===== config.mk =====
export PLATFORM = sky130hd
export DESIGN_NAME = tdpt_divider
export DESIGN_NICKNAME = d
export VERILOG_FILES = /design/src/design/tdpt_pkg.sv /design/src/design/tdpt_divider.sv
export VERILOG_INCLUDE_DIRS = /design/src /design/src/design
export SDC_FILE = /design/constraint.sdc
export NUM_CORES = 1
export LEC_CHECK = 0
export BUFFER_PORTS_ARGS = -buffer_cell sky130_fd_sc_hd__buf_2
export CORE_ASPECT_RATIO = 2
export CORE_MARGIN = 3
export CORE_UTILIZATION = 52
export CTS_CLUSTER_SIZE = 30
export DETAILED_ROUTE_END_ITERATION = 8
export PLACE_DENSITY_LB_ADDON = 0.2
export REMOVE_ABC_BUFFERS = 1
export SYNTH_ARGS = -nofsm -noshare
export SYNTH_HDL_FRONTEND = slang
export SYNTH_SLANG_ARGS = --single-unit

===== constraint.sdc =====
create_clock -name i_clk -period 2.6 [get_ports i_clk]
set_input_delay 0.52 -clock i_clk [delete_from_list [all_inputs] [get_ports i_clk]]
set_output_delay 0.52 -clock i_clk [all_outputs]
set_load 0.01 [all_outputs]

===== src/design/assert_macros.svh =====
// Assertion helper macros shared by the RTL files.
// Define NO_ASSERTIONS to compile them out.
`ifndef ASSERT_MACROS_SVH
`define ASSERT_MACROS_SVH
`ifndef NO_ASSERTIONS
// Same-cycle implication, disabled while reset is asserted.
`define ASSERT_IMPL(lbl, clk, rst_n, ante, cons, msg) \
    lbl: assert property (@(posedge clk) disable iff (!(rst_n)) (ante) |-> (cons)) \
        else $error(msg);
// Next-cycle implication, disabled while reset is asserted.
`define ASSERT_NEXT(lbl, clk, rst_n, ante, cons, msg) \
    lbl: assert property (@(posedge clk) disable iff (!(rst_n)) (ante) |=> (cons)) \
        else $error(msg);
`else
`define ASSERT_IMPL(lbl, clk, rst_n, ante, cons, msg)
`define ASSERT_NEXT(lbl, clk, rst_n, ante, cons, msg)
`endif
`endif


===== src/design/tdpt_pkg.sv =====
// Shared types and constants for the trial division prime test.
// No dependencies.
`timescale 1ns / 1ps

package tdpt_pkg;

    // Sequencer states, one-hot
    typedef enum logic [3:0] {
        ST_IDLE   = 4'b0001,
        ST_CHECK  = 4'b0010,
        ST_DIV    = 4'b0100,
        ST_FINISH = 4'b1000
    } t_state;

    // Request from the sequencer to the remainder unit
    typedef struct packed {
        logic start;
    } t_div_req;

    // Status from the remainder unit back to the sequencer
    typedef struct packed {
        logic done;
        logic rem_zero;
    } t_div_rsp;

    localparam int unsigned FIRST_DIVISOR = 3;
    localparam int unsigned FIRST_SQUARE  = 9;
    localparam int unsigned OUT_BYTES     = 1;

endpackage


===== src/design/tdpt_divider.sv =====
// Iterative restoring remainder unit: one quotient bit per cycle.
// Depends on tdpt_pkg and assert_macros.svh.
`timescale 1ns / 1ps
`include "assert_macros.svh"

module tdpt_divider import tdpt_pkg::*; #(
    parameter int unsigned W  = 32,
    parameter int unsigned DW = 17
) (
    input  logic          i_clk,
    input  logic          i_rst_n,
    input  t_div_req      i_req,
    input  logic [W-1:0]  i_dividend,
    input  logic [DW-1:0] i_divisor,
    output t_div_rsp      o_rsp
);

    localparam int unsigned CW = $clog2(W + 1);

    logic [W-1:0]  r_quot, n_quot;
    logic [DW-1:0] r_rem, n_rem;
    logic [DW-1:0] r_dvs;
    logic [CW-1:0] r_cnt, n_cnt;
    logic          r_busy, n_busy;
    logic          r_done, n_done;
    logic [DW:0]   trial;

    always_comb begin
        n_quot = r_quot;
        n_rem  = r_rem;
        n_cnt  = r_cnt;
        n_busy = r_busy;
        n_done = 1'b0;
        trial  = {r_rem, r_quot[W-1]};
        if (i_req.start) begin
            n_quot = i_dividend;
            n_rem  = '0;
            n_cnt  = CW'(W);
            n_busy = 1'b1;
        end else if (r_busy) begin
            n_quot = {r_quot[W-2:0], 1'b0};
            if (trial >= {1'b0, r_dvs}) begin
                n_rem = DW'(trial - {1'b0, r_dvs});
            end else begin
                n_rem = trial[DW-1:0];
            end
            n_cnt = r_cnt - CW'(1);
            if (r_cnt == CW'(1)) begin
                n_busy = 1'b0;
                n_done = 1'b1;
            end
        end
    end

    always_ff @(posedge i_clk) begin
        if (!i_rst_n) begin
            r_busy <= 1'b0;
            r_done <= 1'b0;
            r_cnt  <= '0;
            r_rem  <= '0;
        end else begin
            r_busy <= n_busy;
            r_done <= n_done;
            r_cnt  <= n_cnt;
            r_rem  <= n_rem;
        end
    end

    always_ff @(posedge i_clk) begin
        r_quot <= n_quot;
        if (i_req.start) begin
            r_dvs <= i_divisor;
        end
    end

    assign o_rsp.done     = r_done;
    assign o_rsp.rem_zero = (r_rem == '0);

    `ASSERT_IMPL(a_no_start_busy, i_clk, i_rst_n, i_req.start, !r_busy, "start while busy")
    `ASSERT_IMPL(a_done_after_busy, i_clk, i_rst_n, r_done, $past(r_busy), "done without work")
    `ASSERT_IMPL(a_rem_below_dvs, i_clk, i_rst_n, r_busy, r_rem < r_dvs, "remainder too large")

endmodule


# Yosys cells after proc, flatten, opt, wreduce, memory -nomap -nowiden
# Index checks and enable logic that the tools add are counted.
dict set report word_totals {
  ff_bits 74
  output_inout_bits 2
  in_bits 52
}
dict set report op_classes {
  mux 9
  reduce_logical 4
  bitwise 2
  addsub 2
  magnitude_cmp 1
  n_eq_ne 1
}
# operator n
set ops {}
lappend ops {{32-bit 2-to-1 mux} 2}
lappend ops {{18-bit by 17-bit >= comparator with 1-bit output} 1}
lappend ops {{17-bit zero test} 1}
lappend ops {{17-bit 2-to-1 mux} 1}
lappend ops {{17-bit subtractor} 1}
lappend ops {{6-bit 2-to-1 mux} 2}
lappend ops {{6-bit by 1-bit equality test with 1-bit output (second input constant)} 1}
lappend ops {{6-bit by 1-bit subtractor with 6-bit output (second input constant)} 1}
lappend ops {{1-bit 2-to-1 mux} 4}
lappend ops {{3-bit OR reduction} 1}
lappend ops {{1-bit NOT} 2}
lappend ops {{2-bit nonzero test} 1}
lappend ops {{2-bit OR reduction} 1}

# Depth between registers and ports, before layout
# Gate-level depths: netlist of the first run.
dict set report depth {
  ltp_word 4
  depth_mapped 12
  ltp_nobuf 11
}

# Worst setup path after synthesis of the first run
# No wires, ideal clock.
dict set report synth_path {
  path_kind {reg2reg}
  start {reg r_quot[31]}
  end {reg r_rem[8]}
  arrival_time_ns 2.660
  path_stages_with_launch 13
  synth_period_minus_slack_ns 2.732
  n_path_buf 1
  t_required_ns 2.527
  slack_ns -0.132
  cell_sequence {edfxtp_1 inv_1 ha_1 inv_1 fa_1 a21o_1 a221o_2 a31oi_4 a211oi_2 or3_4 buf_6 and3_4 nor3_2}
}
dict set report synth_via {
  elab_chain_cells 2
  word_cells_on_any_way 3
  cone_classes {1 x add/sub; 1 x order compare; 1 x mux}
}
# element line
set synth_lines {}
lappend synth_lines {{from (decl)} tdpt_divider.sv:20} ;# logic [W-1:0] r_quot, n_quot;
lappend synth_lines {{from (signal assigned)} tdpt_divider.sv:70} ;# r_quot <= n_quot;
lappend synth_lines {{17-bit subtractor / 18-bit by 17-bit >= comparator with 1-bit output (equally long branches)} {tdpt_divider.sv:43, tdpt_divider.sv:42}}
lappend synth_lines {{17-bit 2-to-1 mux *} tdpt_divider.sv:42} ;# if (trial >= {1'b0, r_dvs}) begin
lappend synth_lines {{to (signal assigned)} tdpt_divider.sv:65} ;# r_rem <= n_rem;
lappend synth_lines {{to (decl)} tdpt_divider.sv:21} ;# logic [DW-1:0] r_rem, n_rem;
# Every way passes the cells marked *; elsewhere a longest branch is shown, timed or not.
# A chain may end at the register's enable or synchronous reset.

# Worst setup path after layout of the first run
dict set report layout_path {
  start {reg r_quot[31]}
  end {reg r_rem[12]}
}
# The elaborated chain is that of the path after synthesis.

==> impl_metrics.env, run 1 <==
export IMPL_status="finished, violations left"
export IMPL_violations="setup timing"
export IMPL_rsz0062_at_grt="true"
export IMPL_cts_inserted_buffers=9
export IMPL_area_growth_pct=24.4
export IMPL_vias=3071
export IMPL_setup_viol=16
export IMPL_grt_max_degree=33
export IMPL_yosysTopAreaCell="edfxtp_1"
export IMPL_fin_nets=517
export IMPL_setup_tns_ps=-850
export IMPL_hold_viol=0
export IMPL_ant_nets=0
export IMPL_dp_hpwl_um=6580
export IMPL_vias_per_cell=5.67
export IMPL_post_place_ws_ps=-247
export IMPL_cts_tree="yes"
export IMPL_grt_pass1_wl_um=14200
export IMPL_finalClockSkew_ps=6.47
export IMPL_fill_cells=598
export IMPL_port_buffers=53
export IMPL_required_ps=2800
export IMPL_h_tree_depth=3
export IMPL_fmax_mhz=370
export IMPL_grt_pass1_vias=3182
export IMPL_track_usage=0.220
export IMPL_power_density_nw_per_um2=605
export IMPL_num_rows=44
export IMPL_fin_crit_ps=2700
export IMPL_worst_pin_slew_ps=512
export IMPL_syn_avg_cell_area_um2=11.1
export IMPL_wl_um=8900
export IMPL_synth_area_top_cells="edfxtp_1 (37%), dfxtp_1 (13%), mux2_2 (8.8%)"
export IMPL_startpoint_type="flip-flop"
export IMPL_synth_area_um2=3960
export IMPL_insertion_delay_ps=340
export IMPL_placedCellCount=515
export IMPL_cts_sinks=74
export IMPL_clockRootBuffer="clkbuf_16"
export IMPL_die_y_um=129
export IMPL_path_clk_slew_ps=60
export IMPL_peakVddDrop_mv=0.684
export IMPL_drc_errors=0
export IMPL_place_congestion=0.933
export IMPL_ys_seq_elements=74
export IMPL_die_area_um2=8750
export IMPL_synthDistinctLibCells=54
export IMPL_synth_async_reset_ratio=0
export IMPL_fin_crit_sh=1.04
export IMPL_die_x_um=67.7
export IMPL_overflow=0
export IMPL_fin_cells=542
export IMPL_drive_above_1_share=0.362
export IMPL_synth_yosys_seq_area_share=0.498
export IMPL_ios=54
export IMPL_drv_slew=0
export IMPL_insertedDiodeCount=0
export IMPL_antenna_found_initial=0
export IMPL_wire_per_inst_um=16.4
export IMPL_p_leak_uw=0.00208
export IMPL_hold_path_class="in2reg"
export IMPL_ctsHoldBuffers=0
export IMPL_max_slew_margin=0.655
export IMPL_cp_data_arrival_time_ps=2900
export IMPL_synth_edf_count=49
export IMPL_fin_hold_ws_ps=355
export IMPL_critPathMaxFanout=5
export IMPL_synth_warnings=0
export IMPL_synth_ff_type="edfxtp_1"
export IMPL_crit_type="reg2reg"
export IMPL_drt_initial_drc_count=119
export IMPL_coreArea_um2=7320
export IMPL_synth_cells=357
export IMPL_yosysTopAreaCellShare=0.372
export IMPL_maxCapViolCount=0
export IMPL_cp_end_kind="flip-flop"
export IMPL_dr_pass1_iters=5
export IMPL_cts_path_max_buffers=2
export IMPL_start_util=0.540
export IMPL_layout_setup_ws_ps=-101
[cell usage after synthesis, types with 2 or more instances]
master	instances
xor2_1	8
mux2_2	31
nor2b_1	3
a41oi_1	5
and4_1	2
nand4_1	4
buf_2	2
xnor2_1	8
ha_1	19
and2_1	3
nand3_1	5
a211oi_1	3
a21oi_1	18
o311ai_0	2
nor3_1	3
o21a_1	2
nor2_1	17
dfxtp_1	25
inv_1	22
a21o_1	9
nor3b_1	4
nor4_1	4
buf_6	2
a31oi_1	12
o211ai_1	3
or3_1	2
clkbuf_1	13
o21ai_0	23
nand2_1	23
edfxtp_1	49
nand2b_1	6
and3_1	3
[stage by stage]
step	util	power (uW)	instance area [um^2]
2_1_floorplan	-	1660	3860
3_3_place_gp	0.614	1820	4500
3_5_place_dp	0.614	1830	4500
4_1_cts	0.660	2990	4840
5_1_grt	0.672	3100	4920
6_report	0.672	2980	4920
[layout make-up]
type	count	area, um^2	share of cell area
flip-flops and latches	74	1970	0.401
multi-input cells	243	1870	0.380
repair buffers	95	608	0.124
clock buffers	12	246	0.0501
well taps	92	115	0.0234
inverters	22	82.6	0.0168
clock inverters	4	28.8	0.00585
[worst paths after layout]
| path | cells past startpoint | slack [ps] | end | from |
|---|---|---|---|---|
| hold reg to reg | 2 | 490 | r_cnt[0]$_SDFFE_PP0P_ | r_cnt[0]$_SDFFE_PP0P_ |
| setup reg to reg | 11 | -100 | r_rem[12]$_SDFFE_PP0P_ | r_quot[31]$_DFFE_PP_ |
| setup / recovery | 11 | -100 | r_rem[12]$_SDFFE_PP0P_ | r_quot[31]$_DFFE_PP_ |
| hold / removal | 1 | 350 | r_dvs[2]$_DFFE_PP_ | i_divisor[2] |
[timing repair]
item,CTS,global route
cloned,1,0
gates resized for setup,8,11
setup endpoints to repair,17,17
pin swaps,9,8
buffers inserted,4,6
[placed cells by master (no fill, tap or decap), drive strengths merged, types with 2 or more instances in the layout]
cell type	count
nor3	5
xor2	8
nor2b	3
nand2	23
o21ai	24
nor3b	5
and4	2
inv	22
ha	19
and3	4
or3	4
clkinv	2
nor2	17
nand4	4
o211ai	3
clkinvlp	2
nor4	4
nand2b	6
a211oi	4
nand3	5
buf	95
xnor2	8
a21oi	18
mux2	32
edfxtp	49
a21o	9
o311ai	3
clkbuf	12
a41oi	5
o21a	2
dfxtp	25
and2	3
a31oi	13
[critical path: stages, from the launching register on]
cell and delay [ps]:
edfxtp_1 380, inv_2 100, ha_4 140, inv_2 40, fa_2 330, a21o_1 190
a221o_2 400, a31oi_4 180, a211oi_4 100, or3_4 400, mux2i_1 210, a211oi_2 90
[where the power goes]
part / leakage [uW] / internal, uW / switching [uW]
combinational: 0.00126 / 224 / 229
sequential: 0.000692 / 1360 / 33.7
clock: 0.000129 / 671 / 461
total: 0.00208 / 2250 / 724
[metal layers]
layer	wire [um]	global-route usage	vias up
met5	0	0	-
met2	4880	0.388	80
met3	325	0.0494	34
met4	482	0.158	0
met1	3210	0.216	1465
li1	-	-	1492
[cell families after synthesis]
family | share of synthesized area
compound gates | 0.138
xor+xnor | 0.0354
fa+ha+maj | 0.0651
buf+inv | 0.0443
flops | 0.498
mux | 0.0936
simple gates | 0.125
[flip-flops by register name (all words and copies together), names as in the netlist]
signal / count
r_quot: 32
r_done: 1
r_rem: 17
r_dvs: 17
r_busy: 1
r_cnt: 6
(Power assumes the default switching activity.)
==> run 2: changes to the inputs <==
--- a/config.mk
+++ b/config.mk
@@ -7,7 +7,7 @@
 export NUM_CORES = 1
 export LEC_CHECK = 0
 export BUFFER_PORTS_ARGS = -buffer_cell sky130_fd_sc_hd__buf_2
-export CORE_ASPECT_RATIO = 2
+export CORE_ASPECT_RATIO = 0.8
 export CORE_MARGIN = 3
 export CORE_UTILIZATION = 52
 export CTS_CLUSTER_SIZE = 30
==> constraint.sdc (replaced) <==
create_clock -name i_clk -period 2.6 [get_ports i_clk]
set_input_delay 0.39 -clock i_clk [delete_from_list [all_inputs] [get_ports i_clk]]
set_output_delay 0.39 -clock i_clk [all_outputs]
set_load 0.01 [all_outputs]
==> run 2 against run 1 <==
  * The run still ends with setup timing left
  * Fmax grew 0.42%
  * Largest cell class unchanged
  * Clock power shrank 14%
  * Final cell count shrank 0.18%
  * Flip-flop and latch count is the same
  * Final area shrank 2.2%
==> impl_metrics.env, run 2 (synthesized netlist as in run 1, its figures left out) <==
export IMPL_status="finished, violations left"
export IMPL_violations="setup timing"
export IMPL_fin_crit_ps=2690
export IMPL_port_buffers=53
export IMPL_cts_inserted_buffers=9
export IMPL_register_area_um2=1970
export IMPL_clockRootBuffer="clkbuf_8"
export IMPL_cp_num_buf_inv=2
export IMPL_critical_path_cell_chain="inv_2 -> ha_4 -> inv_2 -> fa_2 -> a21o_1 -> a221o_2 -> a31oi_4 -> a211oi_4 -> or3_4 -> mux2i_1 -> a211oi_1"
export IMPL_multiInputGateArea_um2=1880
export IMPL_h_tree_depth=3
export IMPL_cts_tree="yes"
export IMPL_ctsHoldBuffers=0
export IMPL_grt_max_degree=33
export IMPL_area_growth_pct=21.6
export IMPL_insertedDiodeCount=0
export IMPL_setup_viol=12
export IMPL_place_congestion=0.923
export IMPL_drt_initial_drc_count=150
export IMPL_drc_errors=0
export IMPL_hold_path_class="in2reg"
export IMPL_critPathMaxFanout=7
export IMPL_start_util=0.555
export IMPL_p_leak_uw=0.00202
export IMPL_drive_above_1_share=0.359
export IMPL_reg2reg_slack_ps=-90
export IMPL_final_common_cell="buf_2"
export IMPL_num_rows=27
export IMPL_ant_nets=0
export IMPL_hold_viol=0
export IMPL_cp_data_arrival_time_ps=2970
export IMPL_largest_reg_flops=32
export IMPL_dp_hpwl_um=5960
export IMPL_cpLargestDelayFamily="compound AO/OA/AOI/OAI gates"
export IMPL_wire_per_inst_um=15.2
export IMPL_wl_met2_um=3790
export IMPL_insertion_delay_ps=370
export IMPL_fin_nets=507
export IMPL_slowest_stage="or3_4"
export IMPL_largest_register="r_quot"
export IMPL_fin_crit_sh=1.03
export IMPL_m1WireLength_um=3810
export IMPL_vias_per_cell=5.49
export IMPL_cts_sinks=74
export IMPL_fmax_mhz=372
export IMPL_worst_pin_slew_ps=727
export IMPL_max_slew_margin=0.515
export IMPL_cts_path_max_buffers=2
export IMPL_drv_slew=0
export IMPL_maxCapViolCount=0
export IMPL_power_density_nw_per_um2=583
export IMPL_required_ps=2880
export IMPL_antenna_found_initial=0
export IMPL_critPathMaxStageDelay_ps=410
export IMPL_grt_pass1_wl_um=13900
export IMPL_die_area_um2=8700
export IMPL_ios=54
export IMPL_crit_type="reg2reg"
export IMPL_cp_end_kind="flip-flop"
export IMPL_dpl_cell_area_um2=4450
export IMPL_wl_um=8210
export IMPL_finalClockSkew_ps=10.5
export IMPL_layout_setup_ws_ps=-89.5
export IMPL_dr_pass1_iters=4
export IMPL_reg_largest_list="r_quot x32, r_dvs x17, r_rem x17"
export IMPL_overflow=0
export IMPL_setup_tns_ps=-709
export IMPL_layout_common_cells="buf_2 (53), edfxtp_1 (49), mux2_2 (31)"
export IMPL_peakVddDrop_mv=0.422
export IMPL_grt_pass1_vias=2927
export IMPL_die_y_um=84.0
export IMPL_coreArea_um2=7130
export IMPL_track_usage=0.202
export IMPL_path_clk_slew_ps=80
export IMPL_die_x_um=104
export IMPL_fill_cells=562
export IMPL_route_top_layer_used="met4"
export IMPL_design_power_total_uw=2800
export IMPL_startpoint_type="flip-flop"
export IMPL_rsz0062_at_grt="true"
export IMPL_wl_met3_um=519
export IMPL_crit_top_cell="inv_2"
export IMPL_vias=2970
export IMPL_final_cell_area_um2=4810
run 2: cell count changes in the layout (fill, tap and decap cells not counted), moves of 3 or more:
cell       before  now
clkbuf_16       9    0
buf_4          37   28
clkbuf_8        1    9
o21ai_1         1    4
o21ai_0        23   20
run 2: worst paths after layout:
kind,from,endpoint,depth (start not counted)
worst max register to register,r_quot[31]$_DFFE_PP_,r_rem[12]$_SDFFE_PP0P_,11
worst min-delay path,i_divisor[15],r_dvs[15]$_DFFE_PP_,1
worst min register to register,r_cnt[1]$_SDFFE_PP0P_,r_cnt[1]$_SDFFE_PP0P_,2
worst max-delay path,r_quot[31]$_DFFE_PP_,r_rem[12]$_SDFFE_PP0P_,11
run 2: final cells by class:
class	instances	share of cell area
Clock buffer	9	0.0257
Sequential cell	74	0.410
Inverter	22	0.0172
Clock inverter	7	0.0192
Multi-Input combinational cell	242	0.391
Tap cell	101	0.0263
Timing Repair Buffer	86	0.111
run 2: repair_timing:
action                                  CTS  global route
endpoints found under the setup margin   17            17
buffers inserted                          4             3
pin swaps                                17             6
gates resized for setup                  18            10
run 2: per-stage QoR:
| step | utilization | std cells | setup slack [ps] | hold slack [ps] |
|---|---|---|---|---|
| final | 0.675 | 541 | -89.5 | 192 |
| after global routing | 0.675 | 541 | -176 | 172 |
| after CTS | 0.667 | 538 | -90.6 | 175 |
| after detailed placement | 0.624 | 518 | -294 | 491 |
| after global placement | 0.624 | 518 | -168 | 483 |
| after floorplan | - | 338 | -237 | 464 |
run 2: power by group:
group	internal [uW]	total [uW]	switching [uW]	leakage, uW
clock	539	976	437	0.000113
combinational	215	435	220	0.00121
sequential	1360	1390	35.6	0.000692
run 2: per-layer routing:
layer / vias to the layer above / global-route usage
met2: 78 / 0.311
met5: - / 0
met3: 8 / 0.0642
met4: 0 / 0.0700
met1: 1409 / 0.271
li1: 1475 / -
==> run 3: changes to the inputs <==
--- a/config.mk
+++ b/config.mk
@@ -13,7 +13,7 @@
 export CTS_CLUSTER_SIZE = 30
 export DETAILED_ROUTE_END_ITERATION = 8
 export PLACE_DENSITY_LB_ADDON = 0.2
-export REMOVE_ABC_BUFFERS = 1
+export SETUP_SLACK_MARGIN = 0.15
 export SYNTH_ARGS = -nofsm -noshare
 export SYNTH_HDL_FRONTEND = slang
 export SYNTH_SLANG_ARGS = --single-unit
==> run 3 against run 2 <==
  * The run still ends with setup timing left
  * Fmax decreased by 0.77%
  * Final cell count decreased by 0.92%
  * Via count increased by 2.8%
  * Clock skew fell by 3.3 ps
  * Core utilization fell by 0.32 points
  * Clock power down 17%
  * First-iteration DRC count rose by 90%
  * Critical path type unchanged
==> impl_metrics.env, run 3 (synthesized netlist as in run 1, its figures left out) <==
export IMPL_dp_hpwl_um=6070
export IMPL_drt_initial_drc_count=285
export IMPL_wl_um=8630
export IMPL_largest_reg_flops=32
export IMPL_rsz0062_at_grt="true"
export IMPL_slowest_stage="or3_4"
export IMPL_violations="setup timing"
export IMPL_fill_cells=551
export IMPL_grt_pass1_wl_um=13900
export IMPL_grt_util_met1=0.280
export IMPL_placedCellCount=510
export IMPL_grt_met2_usage=0.303
export IMPL_syn_nets=429
export IMPL_ant_nets=0
export IMPL_antenna_found_initial=0
export IMPL_hold_path_class="in2reg"
export IMPL_startpoint_type="flip-flop"
export IMPL_die_y_um=84.0
export IMPL_finalClockSkew_ps=7.17
export IMPL_cts_inserted_buffers=9
export IMPL_setup_viol=15
export IMPL_fin_nets=502
export IMPL_r2r_cells=11
export IMPL_cp_data_arrival_time_ps=2930
export IMPL_ios=54
export IMPL_critical_path_cell_chain="inv_2 -> ha_4 -> inv_2 -> fa_2 -> a21o_1 -> a221o_2 -> a31oi_4 -> a211oi_4 -> or3_4 -> mux2i_1 -> a211oi_2"
export IMPL_power_density_nw_per_um2=552
export IMPL_crit_top_cell="inv_2"
export IMPL_insertion_delay_ps=350
export IMPL_status="finished, violations left"
export IMPL_overflow=0
export IMPL_largest_register="r_quot"
export IMPL_critPathLaunch="r_quot[31]$_DFFE_PP_"
export IMPL_whs_path_depth=1
export IMPL_track_usage=0.200
export IMPL_r2r_start="r_quot[31]$_DFFE_PP_"
export IMPL_drv_slew=0
export IMPL_insertedDiodeCount=0
export IMPL_fmax_mhz=369
export IMPL_drive_above_1_share=0.366
export IMPL_hold_viol=0
export IMPL_fin_util=0.672
export IMPL_fin_cells=536
export IMPL_fin_crit_sh=1.04
export IMPL_wire_per_inst_um=16.1
export IMPL_final_common_cell="buf_2"
export IMPL_vias_per_cell=5.70
export IMPL_layout_setup_ws_ps=-110
export IMPL_peakVddDrop_mv=0.287
export IMPL_max_slew_margin=0.522
export IMPL_vias=3053
export IMPL_drc_errors=0
export IMPL_start_util=0.555
export IMPL_worstHoldStart="i_divisor[6]"
export IMPL_critPathMaxFanout=6
export IMPL_crit_type="reg2reg"
export IMPL_area_growth_pct=21.1
export IMPL_dr_pass1_iters=5
export IMPL_cts_path_max_buffers=2
export IMPL_fin_crit_ps=2710
export IMPL_place_congestion=0.910
export IMPL_cts_tree="yes"
export IMPL_p_leak_uw=0.00196
export IMPL_required_ps=2820
export IMPL_die_x_um=104
export IMPL_coreArea_um2=7130
export IMPL_port_buffers=53
export IMPL_cp_end_kind="flip-flop"
export IMPL_grt_pass1_vias=2896
export IMPL_setup_tns_ps=-683
export IMPL_critPathMaxStageDelay_ps=450
export IMPL_layout_common_cells="buf_2 (53), edfxtp_1 (49), mux2_2 (31)"
export IMPL_reg_largest_list="r_quot x32, r_dvs x17, r_rem x17"
export IMPL_design_power_total_uw=2650
export IMPL_busiest_layer="met2"
export IMPL_num_rows=27
export IMPL_met3_usage=0.0503
export IMPL_grt_max_degree=30
export IMPL_worst_pin_slew_ps=710
export IMPL_cts_sinks=74
export IMPL_clockRootBuffer="clkbuf_8"
export IMPL_h_tree_depth=3
export IMPL_die_area_um2=8700
export IMPL_path_clk_slew_ps=80
export IMPL_maxCapViolCount=0
-- run 3: cell types whose count changed in the layout (fill, tap and decap cells not counted), sizes merged --
cell	before	now
clkbuf	9	10
bufinv	2	0
inv	23	25
clkinvlp	0	3
buf	86	80
or3	3	4
clkinv	4	0
-- run 3: worst max-delay path, delay by kind of cell, from the launching register on --
kind / cells / cell delay (ps)
flops: 1 / 380
mux: 1 / 200
simple gates: 1 / 450
buf+inv: 2 / 120
compound gates: 5 / 960
fa+ha+maj: 2 / 460
-- run 3: where the power goes --
group	internal, uW	switching (uW)	total [uW]
combinational	212	230	442
sequential	1360	32.9	1390
clock	357	458	814
total	1920	721	2650
-- run 3: stage by stage --
stage	instance area [um^2]	setup WS, ps	hold WS (ps)
floorplan	3970	-63.3	464
global placement	4400	-93.7	477
detailed placement	4400	-182	494
CTS	4660	-74.3	192
global route	4790	-220	185
finish	4790	-110	210
-- run 3: what timing repair did --
item,in CTS,in global routing
cloned,1,0
setup endpoints to repair,17,17
hold buffers,0,0
buffers inserted,5,4
resized for setup,14,19
pin swaps,8,7
endpoints found under the hold margin,0,0
-- run 3: path summary, 6_finish.rpt --
check | to | slack, ps
hold reg to reg | r_cnt[0]$_SDFFE_PP0P_ | 510
hold / removal | r_dvs[6]$_DFFE_PP_ | 210
setup reg to reg | r_rem[12]$_SDFFE_PP0P_ | -110
setup / recovery | r_rem[12]$_SDFFE_PP0P_ | -110
-- run 3: layer usage --
metal / wire length (um) / share of wire
met5: 0 / 0
met4: 118 / 0.014
met3: 483 / 0.056
met2: 3890 / 0.45
met1: 4140 / 0.48
-- run 3: area by class of cell --
cell class                 count  area (um^2)  area share
clock buffer                  10          128      0.0266
clock inverter                 6         48.8      0.0102
tap                          101          126      0.0264
sequential                    74         1970       0.412
timing repair buffer          80          492       0.103
inverter                      22         82.6      0.0172
multi-input combinational    243         1940       0.405
